File: src/sv/gtr_pkg.sv
`default_nettype none
package gtr_pkg;

   localparam int COORD_W    = 16;
   localparam int TIME_W     = 32;
   localparam int STEP_W     = COORD_W + 1;
   localparam int POS_W      = 17;
   localparam int DUR_W      = 32;
   localparam int THR_W      = 8;
   localparam int THR_SQ_W   = 2 * THR_W;
   localparam int ORIGIN_W   = 16;
   localparam int CSR_DATA_W = 16;
   localparam int CSR_IDX_W  = 2;
   localparam int SQ_W       = 2 * STEP_W + 1;
   localparam int FIFO_DEPTH = 4;
   localparam int FIFO_PTR_W = $clog2(FIFO_DEPTH);
   localparam int FIFO_CNT_W = $clog2(FIFO_DEPTH + 1);

   localparam logic [THR_W-1:0] THR_RESET = THR_W'(8);

   localparam logic [CSR_IDX_W-1:0] CSR_SWIPE_THRESHOLD = 2'd0;
   localparam logic [CSR_IDX_W-1:0] CSR_ORIGIN_X        = 2'd1;
   localparam logic [CSR_IDX_W-1:0] CSR_ORIGIN_Y        = 2'd2;

   typedef enum logic [1:0] {
      EV_PRESSED  = 2'd0,
      EV_RELEASED = 2'd1,
      EV_DRAGGED  = 2'd2,
      EV_SWIPED   = 2'd3
   } event_kind_type;

   typedef logic signed [COORD_W-1:0]  coord_type;
   typedef logic signed [STEP_W-1:0]   step_type;
   typedef logic signed [POS_W-1:0]    pos_type;
   typedef logic signed [ORIGIN_W-1:0] origin_type;
   typedef logic [TIME_W-1:0]          time_type;

   typedef struct packed {
      event_kind_type    kind;
      logic [DUR_W-1:0]  duration;
      pos_type           from_x;
      pos_type           from_y;
      pos_type           to_x;
      pos_type           to_y;
      logic              last;
   } rec_type;

   typedef struct packed {
      logic    first;
      logic    second;
      rec_type rec0;
      rec_type rec1;
   } push_type;

   typedef struct packed {
      logic [THR_SQ_W-1:0] thr_sq;
      origin_type          origin_x;
      origin_type          origin_y;
   } cfg_type;

endpackage
`default_nettype wire

File: src/sv/gtr_rsp_fifo.sv
`default_nettype none
module gtr_rsp_fifo (
   input  wire logic              clock,
   input  wire logic              reset,
   input  wire gtr_pkg::push_type push,
   output logic                   room,
   output logic                   head_valid,
   output gtr_pkg::rec_type       head,
   input  wire logic              pop_ready
);

   gtr_pkg::rec_type                   mem_ff [gtr_pkg::FIFO_DEPTH];
   logic [gtr_pkg::FIFO_PTR_W-1:0]     wr_ff, wr_in;
   logic [gtr_pkg::FIFO_PTR_W-1:0]     rd_ff, rd_in;
   logic [gtr_pkg::FIFO_CNT_W-1:0]     cnt_ff, cnt_in;
   logic [gtr_pkg::FIFO_PTR_W-1:0]     wr_next;
   logic                               pop;

   // room for a full pair of results, whatever is popped this cycle
   assign room       = cnt_ff <= gtr_pkg::FIFO_CNT_W'(gtr_pkg::FIFO_DEPTH - 2);
   assign head_valid = cnt_ff != '0;
   assign head       = mem_ff[rd_ff];
   assign pop        = head_valid && pop_ready;
   assign wr_next    = wr_ff + gtr_pkg::FIFO_PTR_W'(1);

   always_comb begin
      wr_in  = wr_ff + gtr_pkg::FIFO_PTR_W'(push.first) + gtr_pkg::FIFO_PTR_W'(push.second);
      rd_in  = rd_ff + gtr_pkg::FIFO_PTR_W'(pop);
      cnt_in = cnt_ff + gtr_pkg::FIFO_CNT_W'(push.first) + gtr_pkg::FIFO_CNT_W'(push.second)
               - gtr_pkg::FIFO_CNT_W'(pop);
   end

   always_ff @(posedge clock) begin
      if (push.first) begin
         mem_ff[wr_ff] <= push.rec0;
      end
      if (push.second) begin
         mem_ff[wr_next] <= push.rec1;
      end
   end

   always_ff @(posedge clock) begin
      if (reset) begin
         wr_ff  <= '0;
         rd_ff  <= '0;
         cnt_ff <= '0;
      end else begin
         wr_ff  <= wr_in;
         rd_ff  <= rd_in;
         cnt_ff <= cnt_in;
      end
   end

endmodule
`default_nettype wire

File: src/sv/gtr_engine.sv
`default_nettype none
module gtr_engine (
   input  wire logic                  clock,
   input  wire logic                  reset,
   input  wire gtr_pkg::cfg_type      cfg,
   input  wire logic                  req_valid,
   output logic                       req_ready,
   input  wire logic                  req_pen_down,
   input  wire logic [15:0]           req_pos_x,
   input  wire logic [15:0]           req_pos_y,
   input  wire logic [31:0]           req_now_ms,
   input  wire logic                  room,
   output gtr_pkg::push_type          push
);

   logic                    in_valid_ff, in_valid_in;
   logic                    in_down_ff;
   gtr_pkg::coord_type      in_x_ff, in_y_ff;
   gtr_pkg::time_type       in_now_ff;

   logic                    pressed_ff, pressed_in;
   gtr_pkg::coord_type      press_x_ff, press_y_ff;
   gtr_pkg::coord_type      recent_x_ff, recent_y_ff;
   gtr_pkg::step_type       step_dx_ff, step_dy_ff;
   gtr_pkg::time_type       press_time_ff, recent_time_ff;

   logic                    adv, load;
   logic                    is_press, is_release, is_drag, swipe;
   logic signed [2*gtr_pkg::STEP_W-1:0] sq_x, sq_y;
   logic [gtr_pkg::SQ_W-1:0]            sq_sum;
   gtr_pkg::step_type       step_dx_new, step_dy_new;

   assign adv       = in_valid_ff && room;
   assign req_ready = !in_valid_ff || adv;
   assign load      = req_valid && req_ready;

   always_comb begin
      in_valid_in = in_valid_ff;
      if (load) begin
         in_valid_in = 1'b1;
      end else if (adv) begin
         in_valid_in = 1'b0;
      end
   end

   assign is_press   = !pressed_ff && in_down_ff;
   assign is_release = pressed_ff && !in_down_ff;
   assign is_drag    = pressed_ff && in_down_ff;

   // squared length of the last step against the squared threshold
   assign sq_x   = step_dx_ff * step_dx_ff;
   assign sq_y   = step_dy_ff * step_dy_ff;
   assign sq_sum = gtr_pkg::SQ_W'(unsigned'(sq_x)) + gtr_pkg::SQ_W'(unsigned'(sq_y));
   assign swipe  = sq_sum > gtr_pkg::SQ_W'(cfg.thr_sq);

   assign step_dx_new = gtr_pkg::STEP_W'(in_x_ff) - gtr_pkg::STEP_W'(recent_x_ff);
   assign step_dy_new = gtr_pkg::STEP_W'(in_y_ff) - gtr_pkg::STEP_W'(recent_y_ff);

   always_comb begin
      push.first  = adv && (is_press || is_release || is_drag);
      push.second = adv && is_release && swipe;

      push.rec0.kind     = gtr_pkg::EV_PRESSED;
      push.rec0.duration = '0;
      push.rec0.from_x   = gtr_pkg::POS_W'(in_x_ff) - gtr_pkg::POS_W'(cfg.origin_x);
      push.rec0.from_y   = gtr_pkg::POS_W'(in_y_ff) - gtr_pkg::POS_W'(cfg.origin_y);
      push.rec0.to_x     = gtr_pkg::POS_W'(in_x_ff) - gtr_pkg::POS_W'(cfg.origin_x);
      push.rec0.to_y     = gtr_pkg::POS_W'(in_y_ff) - gtr_pkg::POS_W'(cfg.origin_y);
      push.rec0.last     = 1'b1;
      if (is_release) begin
         push.rec0.kind     = gtr_pkg::EV_RELEASED;
         push.rec0.duration = gtr_pkg::DUR_W'(in_now_ff - press_time_ff);
         push.rec0.from_x   = gtr_pkg::POS_W'(press_x_ff) - gtr_pkg::POS_W'(cfg.origin_x);
         push.rec0.from_y   = gtr_pkg::POS_W'(press_y_ff) - gtr_pkg::POS_W'(cfg.origin_y);
         push.rec0.to_x     = gtr_pkg::POS_W'(recent_x_ff) - gtr_pkg::POS_W'(cfg.origin_x);
         push.rec0.to_y     = gtr_pkg::POS_W'(recent_y_ff) - gtr_pkg::POS_W'(cfg.origin_y);
         push.rec0.last     = !swipe;
      end else if (is_drag) begin
         push.rec0.kind     = gtr_pkg::EV_DRAGGED;
         push.rec0.duration = gtr_pkg::DUR_W'(in_now_ff - press_time_ff);
         push.rec0.from_x   = gtr_pkg::POS_W'(press_x_ff) - gtr_pkg::POS_W'(cfg.origin_x);
         push.rec0.from_y   = gtr_pkg::POS_W'(press_y_ff) - gtr_pkg::POS_W'(cfg.origin_y);
      end

      // swipe starts at the point before the last step
      push.rec1.kind     = gtr_pkg::EV_SWIPED;
      push.rec1.duration = gtr_pkg::DUR_W'(in_now_ff - recent_time_ff);
      push.rec1.from_x   = gtr_pkg::POS_W'(recent_x_ff) - gtr_pkg::POS_W'(step_dx_ff)
                           - gtr_pkg::POS_W'(cfg.origin_x);
      push.rec1.from_y   = gtr_pkg::POS_W'(recent_y_ff) - gtr_pkg::POS_W'(step_dy_ff)
                           - gtr_pkg::POS_W'(cfg.origin_y);
      push.rec1.to_x     = gtr_pkg::POS_W'(recent_x_ff) - gtr_pkg::POS_W'(cfg.origin_x);
      push.rec1.to_y     = gtr_pkg::POS_W'(recent_y_ff) - gtr_pkg::POS_W'(cfg.origin_y);
      push.rec1.last     = 1'b1;
   end

   always_comb begin
      pressed_in = pressed_ff;
      if (adv) begin
         pressed_in = in_down_ff;
      end
   end

   always_ff @(posedge clock) begin
      if (reset) begin
         in_valid_ff <= 1'b0;
         pressed_ff  <= 1'b0;
      end else begin
         in_valid_ff <= in_valid_in;
         pressed_ff  <= pressed_in;
      end
   end

   always_ff @(posedge clock) begin
      if (load) begin
         in_down_ff <= req_pen_down;
         in_x_ff    <= req_pos_x[gtr_pkg::COORD_W-1:0];
         in_y_ff    <= req_pos_y[gtr_pkg::COORD_W-1:0];
         in_now_ff  <= req_now_ms[gtr_pkg::TIME_W-1:0];
      end
      if (adv && is_press) begin
         press_x_ff     <= in_x_ff;
         press_y_ff     <= in_y_ff;
         recent_x_ff    <= in_x_ff;
         recent_y_ff    <= in_y_ff;
         step_dx_ff     <= '0;
         step_dy_ff     <= '0;
         press_time_ff  <= in_now_ff;
         recent_time_ff <= in_now_ff;
      end else if (adv && is_drag) begin
         step_dx_ff     <= step_dx_new;
         step_dy_ff     <= step_dy_new;
         recent_x_ff    <= in_x_ff;
         recent_y_ff    <= in_y_ff;
         recent_time_ff <= in_now_ff;
      end
   end

endmodule
`default_nettype wire

File: src/sv/touch_gesture_tracker_top.sv
// samples are registered at the engine input, then their results are written into the queue
// one sample per cycle while the queue has room; a release with swipe yields two results
// the 4-entry result queue stalls intake once fewer than 2 slots are free
// reset (synchronous, active high) clears the pen state and queue, threshold 8, origin 0
`default_nettype none
module touch_gesture_tracker_top (
   input  wire logic        clock,
   input  wire logic        reset,
   input  wire logic        csr_we,
   input  wire logic [1:0]  csr_index,
   input  wire logic [15:0] csr_wdata,
   input  wire logic        req_valid,
   output logic             req_ready,
   input  wire logic        req_pen_down,
   input  wire logic [15:0] req_pos_x,
   input  wire logic [15:0] req_pos_y,
   input  wire logic [31:0] req_now_ms,
   output logic             rsp_valid,
   input  wire logic        rsp_ready,
   output logic [1:0]       rsp_event_kind,
   output logic [31:0]      rsp_duration_ms,
   output logic [16:0]      rsp_from_x,
   output logic [16:0]      rsp_from_y,
   output logic [16:0]      rsp_to_x,
   output logic [16:0]      rsp_to_y,
   output logic             rsp_final_of_run
);

   gtr_pkg::cfg_type   cfg_ff, cfg_in;
   gtr_pkg::push_type  push;
   gtr_pkg::rec_type   head;
   logic               room;
   logic [gtr_pkg::THR_W-1:0] thr_wr;

   assign thr_wr = csr_wdata[gtr_pkg::THR_W-1:0];

   always_comb begin
      cfg_in = cfg_ff;
      if (csr_we) begin
         unique case (csr_index)
            gtr_pkg::CSR_SWIPE_THRESHOLD: begin
               cfg_in.thr_sq = gtr_pkg::THR_SQ_W'(thr_wr) * gtr_pkg::THR_SQ_W'(thr_wr);
            end
            gtr_pkg::CSR_ORIGIN_X: cfg_in.origin_x = csr_wdata[gtr_pkg::ORIGIN_W-1:0];
            gtr_pkg::CSR_ORIGIN_Y: cfg_in.origin_y = csr_wdata[gtr_pkg::ORIGIN_W-1:0];
            default: cfg_in = cfg_ff;
         endcase
      end
   end

   always_ff @(posedge clock) begin
      if (reset) begin
         cfg_ff.thr_sq   <= gtr_pkg::THR_SQ_W'(gtr_pkg::THR_RESET)
                            * gtr_pkg::THR_SQ_W'(gtr_pkg::THR_RESET);
         cfg_ff.origin_x <= '0;
         cfg_ff.origin_y <= '0;
      end else begin
         cfg_ff <= cfg_in;
      end
   end

   gtr_engine u_engine (
      .clock        (clock),
      .reset        (reset),
      .cfg          (cfg_ff),
      .req_valid    (req_valid),
      .req_ready    (req_ready),
      .req_pen_down (req_pen_down),
      .req_pos_x    (req_pos_x),
      .req_pos_y    (req_pos_y),
      .req_now_ms   (req_now_ms),
      .room         (room),
      .push         (push)
   );

   gtr_rsp_fifo u_rsp_fifo (
      .clock      (clock),
      .reset      (reset),
      .push       (push),
      .room       (room),
      .head_valid (rsp_valid),
      .head       (head),
      .pop_ready  (rsp_ready)
   );

   assign rsp_event_kind   = head.kind;
   assign rsp_duration_ms  = head.duration;
   assign rsp_from_x       = head.from_x;
   assign rsp_from_y       = head.from_y;
   assign rsp_to_x         = head.to_x;
   assign rsp_to_y         = head.to_y;
   assign rsp_final_of_run = head.last;

endmodule
`default_nettype wire
File: config.mk
export PLATFORM = sky130hd
export DESIGN_NAME = touch_gesture_tracker_top
export DESIGN_NICKNAME = d
export VERILOG_FILES = /design/src/sv/gtr_pkg.sv /design/src/sv/gtr_rsp_fifo.sv /design/src/sv/gtr_engine.sv /design/src/sv/touch_gesture_tracker_top.sv
export SDC_FILE = /design/constraint.sdc
export NUM_CORES = 2
export LEC_CHECK = 0
export BUFFER_PORTS_ARGS = -buffer_cell sky130_fd_sc_hd__buf_2
export CORE_UTILIZATION = 45
export DETAILED_ROUTE_END_ITERATION = 8
export GPL_ROUTABILITY_DRIVEN = 1
export SYNTH_ARGS = -nofsm -noshare
export SYNTH_HDL_FRONTEND = slang
export SYNTH_HIERARCHICAL = 1
export SYNTH_SLANG_ARGS = --single-unit
File: constraint.sdc
create_clock -name clock -period 32.6 [get_ports clock]
set_input_delay 1.63 -clock clock [delete_from_list [all_inputs] [get_ports clock]]
set_output_delay 1.63 -clock clock [all_outputs]
set_load 0.05 [all_outputs]
# After elaboration in Yosys (flattened, before gate mapping)
# Memories as Yosys holds them, arrays and structs flattened. A register that Yosys moved wholly into a read port is not among the register bits.
# Cells that the tools add are included.
# W data, S select, Z words.
# op_classes
n_addsub	22
mul	3
n_lt_le_gt_ge	2
n_eq_ne	2
mux	16
reduce_logical	25
# op_table
operator	count
$mux W68	2
$sub A16 B16 Y17	8
$mul A17 B17 Y34	2
$mux W16	4
$mux W32	2
$sub A32 B32 Y32	2
$add A34 B34 Y35	1
$gt A35 B16 Y1	1
$mux W35	1
$sub A16 B17 Y17	2
$sub A17 B16 Y17	2
$mul A8 B8 Y16	1
$logic_and A1 B1 Y1	11
$add A2 B1 Y2	3
$add A3 B1 Y3	2
$mux W1	6
$reduce_and A2 Y1	3
$logic_not A1 Y1	4
$reduce_bool A2 Y1	2
$le A3 B2 Y1 const B	1
$logic_or A1 B1 Y1	3
$reduce_bool A3 Y1	1
$sub A3 B1 Y3	1
$add A2 B1 Y2 const B	1
4 further kinds	4
# word_totals
regBits	284
mem_bits_rw	412
in_bits	88
out_inout_bits	105
word_cells	91
memories	1
# memory_table
name	words	word_bits	rd	rd_ports_with_merged_regs	wr	line	rtl
u_rsp_fifo.mem_ff	4	103	1	1	2	gtr_rsp_fifo.sv:12	gtr_pkg::rec_type mem_ff [gtr_pkg::FIFO_DEPTH];

# Longest topological paths before layout
# depth
depth_word	8
depth_mapped	43
depth_no_buf	40

# Cells and area by module
# The synthesis kept the hierarchy.
# by_module_without_submodules
module	n_inst	cells_per_inst	area_each_um2	seq_area_each_um2
gtr_engine	1	4384	40059.7	6516.2
gtr_rsp_fifo	1	1039	20191.9	12512.0
touch_gesture_tracker_top	1	420	3425.8	940.9

# Least setup slack after synthesis
# OpenSTA, ideal clock, no wires.
# synth_timing
kind	reg2reg
start	reg u_engine.step_dx_ff[10]
end	mem u_rsp_fifo/mem_ff[3][0] (netlist bit), enable pin
setup_ns	0.576
arrival_time_ns	13.193
required_ns	32.024
path_slack_ns	18.831
path_stages_with_launch	39
path_buffers	3
synth_period_minus_slack_ns	13.769
path_cell_list	dfxtp_1 clkbuf_1 inv_1 clkbuf_1 nor2_1 fa_1 inv_1 fa_1 fa_1 inv_1 fa_1 fa_1 inv_1 fa_1 inv_1 ha_1 nand2_1 o21ai_1 (+3 left out) o31ai_2 nand2b_1 a31oi_1 nor2_1 ha_1 clkbuf_1 and3_1 nand2_1 nor2_1 a22oi_1 o22ai_1 a311o_1 nor4_1 nand4_1 nor4_2 a311oi_1 mux2i_1 nor2b_1
# synth_lines
item	line	rtl
start: declaration	gtr_engine.sv:24	gtr_pkg::step_type step_dx_ff, step_dy_ff;
start signal: assignment	gtr_engine.sv:131	step_dx_ff <= step_dx_new;
end: declaration	gtr_rsp_fifo.sv:12	

==> metrics.md <==
| Metric | Value |
|---|---|
| CP Launch Type | flop |
| CP Capture Type | flop |
| Number of synthesized flops with an enable pin | just over 600 |
| Final TNS setup | 0 ns |
| GRT overflow | 0 |
| Port bufs | between 150 and 200 |
| Hold Path Class | flop to flop |
| Share of the synthesized area in the top cell type | between 20% and 30% |
| Fin crit period | approximately 12 ns |
| Synth Flop Type | edfxtp_1 |
| Post-synth top area cell | edfxtp_1 |
| Critical path arrival | about 13 ns |
| Critical Path Fanout Max | 56 |
| Count leader, synth | inv_1 |
| R2r startpoint | u_engine/step_dx_ff[6] |
| Tcrit/Tclk final | between 30% and 40% |
| Multi-input gate area | between 30000 and 40000 um2 |
| Layout Skew | roughly 0.035 ns |
| Vias in the first global route | roughly 45000 |
| CTS tree | built |
| TritonCTS Buffers | 76 |
| Ys async rst share | 0% |
| Clock slew at reported path FFs | about 0.060 ns |
| First-pass DRT Iterations | 6 |
| Final hold viol count | 0 |
| Critical path data required time | approximately 33 ns |
| Drt total wl | approximately 160000 um |
| GR Util All Layers | 23.5% |
| Max-cap violations | 0 |
| Vias per std cell | ~5.4 |
| R2R depth | 38 |
| ANT nets after route | 0 |
| CP startpoint | u_engine/step_dx_ff[6] |
| # H-tree levels | 3 |
| Clk root buf | clkbuf_16 |
| Die Area | around 140000 um2 |
| Status | finished clean |
| 1st-iter DRT viols | 2773 |
| Fin area | 68900 um2 |
| Core area | about 140000 um2 |
| # resized after CTS | 0 |
| Slowest stage cell on the critical path | buf_4 |
| Cell repeated most along the worst path | fa_1 |
| Leak Pwr | 29.9 nW |
| Yosys warning total | 6 |
| Register area share after synthesis | 31.4% |
| Synth Cell Area | 63700 um2 |
| PD cells | 55.8 nW/um2 |
| Drt wl/cell | 20.7 um |
| DR vias | about 43000 |
| Mapped Cells | between 5000 and 6000 |
| FMAX | about 80 MHz |
| Crit-path max cell delay | 0.83 ns |
| Syn avg cell area | between 10 and 15 um2 |
| Row cnt | ~140 |
| Post-synth top cells | inv_1, fa_1, edfxtp_1 |
| Fill cells | approximately 13000 |
| Register area | roughly 20000 um2 |
| Hold_sp | cfg_ff[41] |
| Layout net count | between 7000 and 8000 |
| Setup Buffers After CTS | 0 |
| #FFs+latches synth | a little under 700 |
| Largest net degree at the start of global routing | 66 |
| Initial antenna violation count | 23 |
| Largest cells by area after synthesis | edfxtp_1, fa_1, ha_1, mux2_2, inv_1 |
| Die width | between 300 and 400 um |
| Critical path type | flop to flop |
| Netlist cell types | 92 |
| Setup violations, final | 0 |
| Final HPWL from detailed placement | ~130000 um |
| Slew @ Worst Pin | about 1 ns |
| Place WS | around 20 ns |
| CTS max path bufs | 3 |
| Final GP Congestion | 0.899 |
| Ports | between 150 and 200 |
| Layout cells sized above 1 | between 15 and 20% |
| Die height | roughly 380 um |
| Worst vdd ir | 0.0000535 V |
| Syn-to-layout area delta | 8.22% |
| Global-route wire length before repair | 258000 um |
| Placed cell area | between 60000 and 70000 um2 |
| Final Max Slew Viols | 0 |
| RSZ-0062 raised after global routing | no |
| Initial Util | 45.5% |
| Hold Path Stages | 2 |
| TritonCTS Sinks | around 700 |
| Slack of the critical path | ~20 ns |
| Hold buffer count at CTS | 0 |
| Rel. slew slack | around 33% |
| Clock latency on the worst-skew pair | 0.67 ns |
| DR DRC count | 0 |
## power by group
group / switching [mW] / total [mW] / internal [mW] / leakage [nW]
Combinational: 1.14 / 1.83 / 0.682 / 22.4
Sequential: 0.0941 / 1.17 / 1.07 / 6.29
Clock: 0.376 / 0.851 / 0.476 / 1.15
## registers in the layout, indices dropped and copies added (netlist names), 2 cells and up
name,cells
cfg_ff,47
u_engine/in_now_ff,32
u_engine/in_x_ff,16
u_engine/in_y_ff,16
u_engine/press_time_ff,32
u_engine/press_x_ff,16
u_engine/press_y_ff,16
u_engine/recent_time_ff,32
u_engine/recent_x_ff,16
u_engine/recent_y_ff,16
u_engine/step_dx_ff,17
u_engine/step_dy_ff,17
u_rsp_fifo/cnt_ff,3
u_rsp_fifo/mem_ff,412
u_rsp_fifo/rd_ff,2
u_rsp_fifo/wr_ff,2
## worst paths after layout
kind	end	slack, ns
setup reg to reg	u_rsp_fifo/mem_ff[3][100]	20.45
setup / recovery	u_rsp_fifo/mem_ff[3][100]	20.45
hold reg to reg	cfg_ff[41]	0.46
hold / removal	cfg_ff[41]	0.46
## metal layers
layer | global-route usage (%) | vias to the layer above | wire length (um)
met5 | 0 | - | 92
met2 | 38.5 | 1051 | 77600
met4 | 7.07 | 16 | 4320
met1 | 32.0 | 21600 | 72600
met3 | 3.52 | 209 | 9570
li1 | - | 20200 | -
## placed cells by master, fill, tap and decap left out, drive strengths merged, types with 101 or more instances in the layout
| master | count |
|---|---|
| buf | 228 |
| o21ai | 149 |
| ha | 481 |
| a21oi | 261 |
| mux4 | 103 |
| nor2 | 304 |
| fa | 611 |
| edfxtp | 605 |
| inv | 979 |
| xnor2 | 208 |
| clkbuf | 101 |
| nand2 | 481 |
| mux2 | 438 |
## cells by family (layout without fill, tap and decap cells)
kind of cell | count (synthesis) | after routing | share of synthesized area (%)
multiplexers | 558 | 558 | 11.7
AO/OA/AOI/OAI | 823 | 823 | 8.34
adder cells (fa/ha/maj) | 1092 | 1092 | 28.7
buffers and inverters | 1163 | 1357 | 7.16
AND/OR/NAND/NOR | 1218 | 1218 | 8.79
other | 2 | 12 | 0.0118
flip-flops | 695 | 695 | 31.4
XOR/XNOR | 292 | 292 | 4.02
## critical path: cells and delay by family, from the launching register on
kind	cells	cell delay [ns]
muxes	1	0.42
AOI/OAI and AO/OA	9	2.19
buffers and inverters	8	2.35
xor gates and xnor gates	1	0.14
and+or+nand+nor	11	2.49
DFF	1	0.66
adders and majority gates	8	3.57
## area by class of cell
class                      count  share of cell area, %
inverter                     988                   5.39
timing repair buffer         228                   1.79
clock buffer                 101                   2.96
tap                         1876                   3.41
sequential                   695                   29.0
multi-input combinational   3987                   56.9
clock inverter                40                  0.508
antenna                        8                 0.0291
## per-stage QoR
| stage | power, mW | util (%) | instances | hold slack (ns) |
|---|---|---|---|---|
| global placement | 2.99 | 47.5 | 7774 | 0.443 |
| CTS | 3.87 | 49.3 | 7915 | 0.459 |
| global route | 4.09 | 49.3 | 7917 | 0.478 |
| detailed placement | 3.00 | 47.5 | 7774 | 0.448 |
| finish | 3.85 | 49.3 | 7923 | 0.459 |
| floorplan | 2.49 | - | 5845 | 0.432 |
No activity file was read; power rests on OpenSTA's default activity.
